==> src/hw/rtl/edn_pkg.sv <==
`timescale 1ns / 1ps
// ----------------------------------------------------------------------------
// edn_pkg
// Shared widths, datapath operation codes and controller/datapath bundles
// for the Euclidean distance block with Newton square root.
// ----------------------------------------------------------------------------
package edn_pkg;

  localparam int COORD_W = 16;  // signed Q8.8 coordinate
  localparam int DIFF_W  = 17;  // signed coordinate difference
  localparam int SUM_W   = 34;  // unsigned Q18.16 sum and root
  localparam int HALF_W  = 17;  // multiplier operand slice
  localparam int PP_W    = SUM_W + HALF_W;   // partial product
  localparam int PROD_W  = 70;  // x*x + s*2^16
  localparam int QUOT_W  = 35;  // quotient bits developed per division
  localparam int FRAC_W  = 16;  // shift of s in the numerator

  localparam logic [1:0] AXIS_X = 2'd0;
  localparam logic [1:0] AXIS_Y = 2'd1;
  localparam logic [1:0] AXIS_Z = 2'd2;

  typedef enum logic [3:0] {
    OP_NOP,
    OP_LOAD,
    OP_SQ,
    OP_INIT,
    OP_MUL_LO,
    OP_MUL_HI,
    OP_ADD_S,
    OP_DIV_INIT,
    OP_DIV_STEP,
    OP_DIV_DONE,
    OP_OUT
  } op_t;

  typedef struct packed {
    op_t        op;
    logic [1:0] axis;
  } cmd_t;

  typedef struct packed {
    logic kind_2d;
    logic x_zero;
  } stat_t;

endpackage

==> src/hw/rtl/euclidean_distance_newton_sqrt_top.sv <==
`timescale 1ns / 1ps
// ----------------------------------------------------------------------------
// euclidean_distance_newton_sqrt_top
// Distance between two Q8.8 points: sum of squared differences in Q18.16
// and its square root from NEWTON_STEPS truncating Newton steps (none for a zero sum).
// ----------------------------------------------------------------------------
// Usage:
//   The input channel (in_valid/in_ready) carries one request: kind (0 = 3D,
//   1 = 2D with z ignored) and the coordinates of points a and b. The output
//   channel (out_valid/out_ready) returns square_sum and distance, both
//   unsigned Q18.16.
//   One request is worked on at a time. A 3D request takes three squaring
//   passes and a 2D request two; a zero sum then finishes with no Newton
//   step. Each Newton step multiplies in two halves, adds the shifted sum
//   and runs the radix-2 restoring divider; the next request is taken in
//   the cycle after the result is registered.
//   The result sits in an output register; while it waits for out_ready the
//   next request is accepted and computed, and that one holds in the
//   finish state until the output register is free.
//   Synchronous reset returns the sequencer to idle and drops out_valid.
// ----------------------------------------------------------------------------
module euclidean_distance_newton_sqrt_top #(
  parameter int NEWTON_STEPS = 5
) (
  input  logic                                clk,
  input  logic                                rst,
  input  logic                                in_valid,
  output logic                                in_ready,
  input  logic                                kind,
  input  logic signed [edn_pkg::COORD_W-1:0]  ax,
  input  logic signed [edn_pkg::COORD_W-1:0]  ay,
  input  logic signed [edn_pkg::COORD_W-1:0]  az,
  input  logic signed [edn_pkg::COORD_W-1:0]  bx,
  input  logic signed [edn_pkg::COORD_W-1:0]  by,
  input  logic signed [edn_pkg::COORD_W-1:0]  bz,
  output logic                                out_valid,
  input  logic                                out_ready,
  output logic        [edn_pkg::SUM_W-1:0]    square_sum,
  output logic        [edn_pkg::SUM_W-1:0]    distance
);
  import edn_pkg::*;

  cmd_t  cmd;
  stat_t stat;

  edn_ctrl #(
    .NEWTON_STEPS (NEWTON_STEPS)
  ) u_ctrl (
    .clk       (clk),
    .rst       (rst),
    .in_valid  (in_valid),
    .in_ready  (in_ready),
    .out_valid (out_valid),
    .out_ready (out_ready),
    .cmd       (cmd),
    .stat      (stat)
  );

  edn_datapath u_datapath (
    .clk        (clk),
    .cmd        (cmd),
    .stat       (stat),
    .kind       (kind),
    .ax         (ax),
    .ay         (ay),
    .az         (az),
    .bx         (bx),
    .by         (by),
    .bz         (bz),
    .square_sum (square_sum),
    .distance   (distance)
  );

endmodule

==> src/hw/rtl/edn_datapath.sv <==
`timescale 1ns / 1ps
// ----------------------------------------------------------------------------
// edn_datapath
// Difference squaring, split x*x multiply, numerator build and a radix-2
// restoring divider for the Newton steps, plus the result registers.
// ----------------------------------------------------------------------------
module edn_datapath (
  input  logic                                clk,
  input  edn_pkg::cmd_t                       cmd,
  output edn_pkg::stat_t                      stat,
  input  logic                                kind,
  input  logic signed [edn_pkg::COORD_W-1:0]  ax,
  input  logic signed [edn_pkg::COORD_W-1:0]  ay,
  input  logic signed [edn_pkg::COORD_W-1:0]  az,
  input  logic signed [edn_pkg::COORD_W-1:0]  bx,
  input  logic signed [edn_pkg::COORD_W-1:0]  by,
  input  logic signed [edn_pkg::COORD_W-1:0]  bz,
  output logic        [edn_pkg::SUM_W-1:0]    square_sum,
  output logic        [edn_pkg::SUM_W-1:0]    distance
);
  import edn_pkg::*;

  logic                     kind_r;
  logic signed [DIFF_W-1:0] dx;
  logic signed [DIFF_W-1:0] dy;
  logic signed [DIFF_W-1:0] dz;
  logic [SUM_W-1:0]         s;
  logic [SUM_W-1:0]         x;
  logic [PROD_W-1:0]        prod;
  logic [QUOT_W-1:0]        rem;
  logic [QUOT_W-1:0]        quot;

  logic signed [DIFF_W-1:0] dsel;
  logic [DIFF_W-1:0]        mag;
  logic [2*DIFF_W-1:0]      sq;
  logic [HALF_W-1:0]        mul_op;
  logic [PP_W-1:0]          pp;
  logic [QUOT_W:0]          trial;
  logic [QUOT_W:0]          dvsr;
  logic [QUOT_W:0]          trial_sub;
  logic                     ge;

  always_comb begin
    case (cmd.axis)
      AXIS_X:  dsel = dx;
      AXIS_Y:  dsel = dy;
      AXIS_Z:  dsel = dz;
      default: dsel = '0;
    endcase
    mag = dsel[DIFF_W-1] ? DIFF_W'(-dsel) : DIFF_W'(dsel);
    sq  = {{DIFF_W{1'b0}}, mag} * {{DIFF_W{1'b0}}, mag};

    mul_op = (cmd.op == OP_MUL_HI) ? x[SUM_W-1:HALF_W] : x[HALF_W-1:0];
    pp     = {{HALF_W{1'b0}}, x} * {{SUM_W{1'b0}}, mul_op};

    // divisor is 2x; bring the next dividend bit in from the top of quot
    trial     = {rem, quot[QUOT_W-1]};
    dvsr      = {1'b0, x, 1'b0};
    ge        = (trial >= dvsr);
    trial_sub = trial - dvsr;
  end

  always_ff @(posedge clk) begin
    case (cmd.op)
      OP_LOAD: begin
        kind_r <= kind;
        dx     <= DIFF_W'(bx) - DIFF_W'(ax);
        dy     <= DIFF_W'(by) - DIFF_W'(ay);
        dz     <= DIFF_W'(bz) - DIFF_W'(az);
        s      <= '0;
      end
      OP_SQ: begin
        s <= s + sq;
      end
      OP_INIT: begin
        x <= s;
      end
      OP_MUL_LO: begin
        prod <= {{(PROD_W-PP_W){1'b0}}, pp};
      end
      OP_MUL_HI: begin
        prod <= prod + {{(PROD_W-PP_W-HALF_W){1'b0}}, pp, {HALF_W{1'b0}}};
      end
      OP_ADD_S: begin
        prod <= prod + {{(PROD_W-SUM_W-FRAC_W){1'b0}}, s, {FRAC_W{1'b0}}};
      end
      OP_DIV_INIT: begin
        // quotient stays below 2^QUOT_W, so the upper part is already < 2x
        rem  <= prod[PROD_W-1:QUOT_W];
        quot <= prod[QUOT_W-1:0];
      end
      OP_DIV_STEP: begin
        rem  <= ge ? trial_sub[QUOT_W-1:0] : trial[QUOT_W-1:0];
        quot <= {quot[QUOT_W-2:0], ge};
      end
      OP_DIV_DONE: begin
        x <= quot[SUM_W-1:0];
      end
      OP_OUT: begin
        square_sum <= s;
        distance   <= x;
      end
      default: begin
      end
    endcase
  end

  assign stat.kind_2d = kind_r;
  assign stat.x_zero  = (x == '0);

endmodule

==> src/hw/rtl/edn_ctrl.sv <==
`timescale 1ns / 1ps
// ----------------------------------------------------------------------------
// edn_ctrl
// Sequencer for the distance block: request handshake, squaring passes,
// Newton step loop, divider bit count and the result handshake.
// ----------------------------------------------------------------------------
module edn_ctrl #(
  parameter int NEWTON_STEPS = 5
) (
  input  logic            clk,
  input  logic            rst,
  input  logic            in_valid,
  output logic            in_ready,
  output logic            out_valid,
  input  logic            out_ready,
  output edn_pkg::cmd_t   cmd,
  input  edn_pkg::stat_t  stat
);
  import edn_pkg::*;

  localparam int STEP_W = $clog2(NEWTON_STEPS + 1);
  localparam int BIT_W  = $clog2(QUOT_W);

  typedef enum logic [3:0] {
    S_IDLE,
    S_SQ,
    S_INIT,
    S_CHK,
    S_MUL_LO,
    S_MUL_HI,
    S_ADD_S,
    S_DIV_INIT,
    S_DIV,
    S_DIV_DONE,
    S_FINISH
  } state_t;

  state_t            state;
  logic [1:0]        axis;
  logic [STEP_W-1:0] step;
  logic [BIT_W-1:0]  bit_cnt;
  logic [1:0]        last_axis;
  logic              out_free;

  assign last_axis = stat.kind_2d ? AXIS_Y : AXIS_Z;
  assign out_free  = !out_valid || out_ready;
  assign in_ready  = (state == S_IDLE);

  always_comb begin
    cmd.axis = axis;
    case (state)
      S_IDLE:     cmd.op = in_valid ? OP_LOAD : OP_NOP;
      S_SQ:       cmd.op = OP_SQ;
      S_INIT:     cmd.op = OP_INIT;
      S_MUL_LO:   cmd.op = OP_MUL_LO;
      S_MUL_HI:   cmd.op = OP_MUL_HI;
      S_ADD_S:    cmd.op = OP_ADD_S;
      S_DIV_INIT: cmd.op = OP_DIV_INIT;
      S_DIV:      cmd.op = OP_DIV_STEP;
      S_DIV_DONE: cmd.op = OP_DIV_DONE;
      S_FINISH:   cmd.op = out_free ? OP_OUT : OP_NOP;
      default:    cmd.op = OP_NOP;
    endcase
  end

  always_ff @(posedge clk) begin
    if (rst) begin
      state     <= S_IDLE;
      out_valid <= 1'b0;
      axis      <= AXIS_X;
      step      <= '0;
      bit_cnt   <= '0;
    end else begin
      // in the finish state a taken result is replaced, not dropped
      if (out_valid && out_ready && state != S_FINISH) begin
        out_valid <= 1'b0;
      end
      case (state)
        S_IDLE: begin
          if (in_valid) begin
            axis  <= AXIS_X;
            state <= S_SQ;
          end
        end
        S_SQ: begin
          axis <= axis + 2'd1;
          if (axis == last_axis) begin
            state <= S_INIT;
          end
        end
        S_INIT: begin
          step  <= '0;
          state <= S_CHK;
        end
        S_CHK: begin
          // a zero estimate means a zero sum: the root is zero, stop
          if (stat.x_zero || step == STEP_W'(NEWTON_STEPS)) begin
            state <= S_FINISH;
          end else begin
            state <= S_MUL_LO;
          end
        end
        S_MUL_LO:   state <= S_MUL_HI;
        S_MUL_HI:   state <= S_ADD_S;
        S_ADD_S:    state <= S_DIV_INIT;
        S_DIV_INIT: begin
          bit_cnt <= '0;
          state   <= S_DIV;
        end
        S_DIV: begin
          bit_cnt <= bit_cnt + 1'b1;
          if (bit_cnt == BIT_W'(QUOT_W - 1)) begin
            state <= S_DIV_DONE;
          end
        end
        S_DIV_DONE: begin
          step  <= step + 1'b1;
          state <= S_CHK;
        end
        S_FINISH: begin
          if (out_free) begin
            out_valid <= 1'b1;
            state     <= S_IDLE;
          end
        end
        default: state <= S_IDLE;
      endcase
    end
  end

endmodule

==> config.mk <==
export PLATFORM = sky130hd
export DESIGN_NAME = euclidean_distance_newton_sqrt_top
export DESIGN_NICKNAME = d
export VERILOG_FILES = /design/src/hw/rtl/edn_pkg.sv /design/src/hw/rtl/euclidean_distance_newton_sqrt_top.sv /design/src/hw/rtl/edn_datapath.sv /design/src/hw/rtl/edn_ctrl.sv
export SDC_FILE = /design/constraint.sdc
export NUM_CORES = 2
export LEC_CHECK = 0
export BUFFER_PORTS_ARGS = -buffer_cell sky130_fd_sc_hd__buf_2
export CORE_MARGIN = 2
export CORE_UTILIZATION = 47
export CTS_CLUSTER_SIZE = 24
export DETAILED_ROUTE_END_ITERATION = 16
export PLACE_DENSITY = 0.63
export RECOVER_POWER = 100
export SETUP_SLACK_MARGIN = 0.02
export SLEW_MARGIN = 20
export SYNTH_ARGS = -nofsm -noshare
export SYNTH_HDL_FRONTEND = slang
export SYNTH_SLANG_ARGS = --single-unit
export TNS_END_PERCENT = 10
==> constraint.sdc <==
create_clock -name clk -period 29.6 [get_ports clk]
set_clock_uncertainty 0.1 [all_clocks]
set_input_delay 4.44 -clock clk [delete_from_list [all_inputs] [get_ports clk]]
set_output_delay 4.44 -clock clk [all_outputs]
set_load 0.05 [all_outputs]
Yosys cells after proc, flatten, opt, wreduce, memory -nomap -nowiden
Index checks and enable logic that the tools add are counted.
{ "word_totals": {"reg_bits": 344, "input_bits": 101, "output_inout_bits": 70, "wordCells": 104} }
{ "classes": {"add_sub_neg": 11, "multipliers": 2, "magnitude_cmp": 1, "eq_ne": 30, "mux": 26, "reduce_logical": 18} }
{ "ops": {"columns": ["operator", "n"], "rows": [
  ["70-bit one-hot mux with 3 select lines", 1],
  ["35-bit one-hot mux with 2 select lines", 2],
  ["34-bit one-hot mux with 2 select lines", 2],
  ["4-bit one-hot mux with 10 select lines", 2],
  ["70-bit by 50-bit adder with 70-bit output", 1],
  ["70-bit by 68-bit adder with 70-bit output", 1],
  ["34-bit by 17-bit multiplier with 51-bit output", 1],
  ["17-bit one-hot mux with 3 select lines", 1],
  ["16-bit by 16-bit subtractor with 17-bit output", 3],
  ["36-bit by 35-bit >= comparator with 1-bit output", 1],
  ["35-bit two-way mux", 1],
  ["35-bit subtractor", 1],
  ["34-bit adder", 1],
  ["34-bit logical NOT", 1],
  ["17-bit by 17-bit multiplier with 34-bit output", 1],
  ["17-bit two-way mux", 2],
  ["4-bit by 3-bit equality test with 1-bit output (second input constant)", 8],
  ["4-bit equality test (second input constant)", 6],
  ["4-bit two-way mux", 6],
  ["17-bit negator", 1],
  ["4-bit by 2-bit equality test with 1-bit output (second input constant)", 4],
  ["6-bit one-hot mux with 2 select lines", 1],
  ["2-bit nonzero test", 6],
  ["4-bit by 1-bit equality test with 1-bit output (second input constant)", 2],
  ["24 further kinds", 32]
]} }

Depth between registers and ports, before layout
{ "depth": {"depth_word": 9, "ltp_mapped": 43, "depth_no_buf": 39} }

Modules after synthesis
From an unflattened synthesis, not the netlist that was laid out.
{ "unflattened": {"cells_unflattened": 5538, "hier_area_um2": 49882.8} }
{ "by_module_without_submodules": {"columns": ["module", "n_inst", "cells_each", "area_each_um2", "seq_area_each_um2"], "rows": [
  ["edn_datapath", 1, 5413, 48874.4, 9849.4],
  ["edn_ctrl", 1, 125, 1008.5, 320.3]
]} }

Worst setup path before layout
OpenSTA, ideal clock, no wires.
{ "synth_timing": {"path_kind": "reg-to-reg", "startpoint": "reg u_ctrl.state[1]", "endpoint": "reg u_datapath.prod[65] (data pin)", "setup_ns": 0.271, "arrival_time_ns": 9.451, "required_ns": 29.229, "path_slack_ns": 19.778, "path_stages_with_launch": 43, "n_path_buf": 6, "synth_period_minus_slack_ns": 9.822, "cell_sequence": "dfxtp_1 clkbuf_1 nand2b_1 nor2_1 clkbuf_1 clkbuf_1 nand2_1 o21ai_1 clkbuf_1 nand2_1 fa_1 inv_1 ha_1 fa_1 inv_1 fa_1 inv_1 fa_1 (+7 left out) o311ai_0 a21boi_0 o21ai_0 a21oi_1 o41ai_1 xnor2_1 ha_1 clkbuf_1 nand4_1 or2_1 or4_1 a21oi_1 o21ai_1 o21ai_1 o22ai_1 o31ai_1 xnor2_1 o22ai_1"} }
{ "synth_between": {"elab_chain_cells": 7, "word_cells_on_any_way": 18, "cone_classes": "add/sub: 1; mul: 1; eq/ne: 12; mux: 3; reduce/logical: 1"} }
{ "synth_lines": {"columns": ["item", "line", "text"], "rows": [
  ["start, declared", "edn_ctrl.sv:38", "state_t state;"],
  ["start signal, assigned", "edn_ctrl.sv:68", "state <= S_IDLE;"],
  ["start signal, assigned", "edn_ctrl.sv:82", "state <= S_SQ;"],
  ["start signal, assigned", "edn_ctrl.sv:88", "state <= S_INIT;"],
  ["4-bit equality test, or another cell as far along", "edn_ctrl.sv:51", "case (state)"],
  ["4-bit one-hot mux with 10 select lines (*)", "edn_ctrl.sv:51", null],
  ["4-bit by 3-bit equality test with 1-bit output", "edn_datapath.sv:53, edn_datapath.sv:64", null],
  ["17-bit two-way mux", "edn_datapath.sv:53", "mul_op = (cmd.op == OP_MUL_HI) ? x[SUM_W-1:HALF_W] : x[HALF_W-1:0];"],
  ["34-bit by 17-bit multiplier with 51-bit output", "edn_datapath.sv:54", "pp = {{HALF_W{1'b0}}, x} * {{SUM_W{1'b0}}, mul_op};"],
  ["70-bit by 68-bit adder with 70-bit output", "edn_datapath.sv:82", "prod <= prod + {{(PROD_W-PP_W-HALF_W){1'b0}}, pp, {HALF_W{1'b0}}};"],
  ["70-bit one-hot mux with 3 select lines (*)", "edn_datapath.sv:64", "case (cmd.op)"],
  ["end signal, assigned", "edn_datapath.sv:79", "prod <= {{(PROD_W-PP_W){1'b0}}, pp};"],
  ["end signal, assigned", "edn_datapath.sv:82", null],
  ["end signal, assigned", "edn_datapath.sv:85", "prod <= prod + {{(PROD_W-SUM_W-FRAC_W){1'b0}}, s, {FRAC_W{1'b0}}};"],
  ["end, declared", "edn_datapath.sv:29", "logic [PROD_W-1:0] prod;"]
]} }
Every way passes the cells marked *; elsewhere a longest branch is shown, timed or not.
A chain may end at the register's enable or synchronous reset.

Worst setup path in the final report
Same ends and word-level chain as after synthesis.

==> flow_summary_export.csv <==
group,metric,value,unit
worst_setup_path,slowest_stage,"clkbuf_1",
sta,drv_slew,1023,
sta,max_clock_freq,70.6,MHz
logic_synthesis,synth.top_cells.by_area,"fa_1 28%, edfxtp_1 20%, ha_1 10%",
detailed_routing,wirelength,160,mm
finish,final_util,50.7,%
sta,slew_headroom,-202,%
detailed_routing,antenna_left,0,
detailed_routing,viasPerCell,5.63,
die,die_area,110000,µm²
finish,nNetsFinal,6962,
sta,rsz0062_at_grt,"false",
worst_setup_path,critical_path_class,"reg -> reg",
clocking,cts_root_buf,"clkbuf_16",
sta,finalSetupViolations,0,
die,io-pin-count,171,
detailed_routing,drt_first_iter_violations,3423,
finish,final_common_cell,"inv_1",
worst_setup_path,cpPeakStageDelay,1900,ps
status,violations,"max-capacitance violations, max-slew violations",
sta,fin_crit_sh,47.8,%
die,fp.dieH,332,µm
logic_synthesis,syn_inst,5665,
place,pre_cts_ws,17910,ps
global_route,grt_use_total,29.4,%
clocking,cts_resized,0,
finish,final_area,54100,µm²
finish,drive_gt1_share,4.51,%
logic_synthesis,ys.flop_type,"edfxtp_1",
logic_synthesis,yosys.area_share.simple,14.5,%
clocking,htree_levels,2,
die,core_area,107000,µm²
worst_setup_path,start_kind,"flip-flop",
clocking,clkTransAtPathRegs,60,ps
detailed_routing,drcViolationCount,0,
logic_synthesis,synth_async_sr_flop_share,0,%
clocking,clock_sinks,344,
die,fp.dieW,332,µm
logic_synthesis,synth-compound-area-share,11.8,%
hold_path,hold_path_class,"reg -> reg",
global_route,grt_pass1_vias,41000,
worst_setup_path,end_kind,"flip-flop",
worst_setup_path,crit_buf_inv,5,
clocking,cts_buffers,46,
status,status,"finished, violations left",
global_route,grt-ovfl-total,0,
place,placed_area,52900,µm²
logic_synthesis,avgSynthCellArea,8.91,µm²
die,num_rows,120,
logic_synthesis,synth_xor_area_share,3.89,%
clocking,clockBufferDepth,3,
worst_setup_path,critPathMaxFanout,44,
worst_setup_path,cp.required,29760,ps
logic_synthesis,synth-edff-count,328,
logic_synthesis,ys_seq_area_share,20.2,%
sta,setup_ws,15440,ps
logic_synthesis,ys_ff_latch,344,
clocking,cts_hold_buf,0,
place,dp_hpwl,126,mm
global_route,grt_pass1_wl,248,mm
clocking,cts_tree,"yes",
place,place_congestion,0.957,
logic_synthesis,synthDistinctLibCells,83,
die,initial_core_util,47.3,%
worst_setup_path,cp.depth,34,
worst_setup_path,path_delay_family,"buffers and inverters",
hold_path,hold_depth,2,
logic_synthesis,synthMuxAreaShare,1.09,%
place,io_buffer_count,170,
logic_synthesis,netlist_area,50400,µm²
finish,n_fill_cell,10100,
detailed_routing,vias,40500,
finish,final_cell_mix,"1149 x inv_1, 782 x nand2_1, 710 x fa_1, 403 x ha_1, 328 x edfxtp_1",
run,cap_violations,34,
detailed_routing,wl_per_cell,22.3,µm
global_route,grt_max_degree,68,
logic_synthesis,synth_top_cell_by_area,"fa_1",
finish,area_growth,7.27,%
worst_setup_path,worstRegToRegCells,34,
logic_synthesis,yosys.area_share.adder,38.2,%
sta,fin_setup_tns,0,ps
sta,fin_crit,14160,ps
detailed_routing,drt_pass1_iterations,8,
logic_synthesis,synth_top_family_by_area,"adder cells",
worst_setup_path,crit_arrival,14320,ps
sta,hold_violations,0,
logic_synthesis,synth.top_cell.area_share,28.2,%
logic_synthesis,yosysWarnings,0,
global_route,grt_antenna_before_repair,5,
clocking,cts_setup_buffers,0,
clocking,insertion_delay,650,ps
sta,worst_pin_slew,4530,ps
## tightest hold or removal path: cells and delay by family (launching register included)
kind               cells  cell delay [ps]
DFF                    1              330
and+or+nand+nor        1               70
AOI/OAI and AO/OA      1               50
## synth_stat cells (all sizes together) (10+ instances only)
cell	instances
buf	14
a221o	15
nand2	782
clkbuf	209
nand3	61
a211o	10
o2111ai	10
o21ai	226
and3	51
mux2i	30
nand2b	46
nor3	75
a222oi	16
ha	403
a21o	92
a31oi	24
and2	118
mux2	22
a21boi	16
or3	25
nor2b	41
edfxtp	328
a211oi	36
nor2	331
o21a	42
dfxtp	16
xor2	78
a22oi	16
a21oi	232
o22ai	25
o21bai	39
fa	710
nor4	13
or2	17
xnor2	146
o31ai	19
o211ai	22
inv	1151
nand4	32
## metrics by stage
stage | std cells | hold slack, ps
final | 7187 | 396
after global routing | 7186 | 418
after CTS | 7186 | 396
after detailed placement | 7103 | 387
after global placement | 7103 | 381
after floorplan | 5674 | 324
## logic make-up (layout without fill, tap and decap cells)
family	count (synthesis)	after routing
simple gates	1630	1630
buf+inv	1378	1487
fa+ha+maj	1113	1113
compound gates	922	922
flops	344	344
xor+xnor	224	224
mux	52	52
other cells	2	12
## routing by layer
layer	vias up	global-route usage, %	wire, µm
li1	18400	-	-
met4	6	12.7	7870
met3	365	4.62	12100
met1	20100	38.7	65200
met2	1599	48.2	75100
met5	-	0	40
## flip-flops by register name, summed over array words and instances (netlist names)
signal                 cells
u_ctrl.out_valid           1
u_datapath.kind_r          1
u_datapath.prod           70
u_ctrl.state               4
u_datapath.quot           35
u_datapath.x              34
u_datapath.square_sum     34
u_datapath.dx             17
u_datapath.rem            35
u_datapath.dz             17
u_datapath.distance       34
u_ctrl.axis                2
u_datapath.s              34
u_ctrl.bit_cnt             6
u_datapath.dy             17
u_ctrl.step                3
## final timing paths
| path | endpoint | from | slack [ps] |
|---|---|---|---|
| hold / removal | u_ctrl.bit_cnt[4]$_SDFFE_PP0P_ | u_ctrl.bit_cnt[4]$_SDFFE_PP0P_ | 400 |
| setup / recovery | u_datapath.prod[65]$_DFFE_PN_ | u_ctrl.state[1]$_SDFFE_PP0P_ | 15440 |
| hold reg to reg | u_ctrl.bit_cnt[4]$_SDFFE_PP0P_ | u_ctrl.bit_cnt[4]$_SDFFE_PP0P_ | 400 |
| setup reg to reg | u_datapath.prod[65]$_DFFE_PN_ | u_ctrl.state[1]$_SDFFE_PP0P_ | 15440 |
## area by class of cell
class | instances | area (µm²) | area share, %
multi-input cells | 3952 | 35200 | 65.0
inverters | 1155 | 4340 | 8.01
repair buffers | 249 | 1170 | 2.17
diodes | 1 | 2.50 | 0.00462
flip-flops and latches | 344 | 10200 | 18.8
well taps | 1403 | 1760 | 3.24
clock buffers | 50 | 1190 | 2.19
clock inverters | 33 | 319 | 0.590
Power is not shown: default switching activity piles up to over one toggle a cycle in this logic, so the estimate is an artifact.
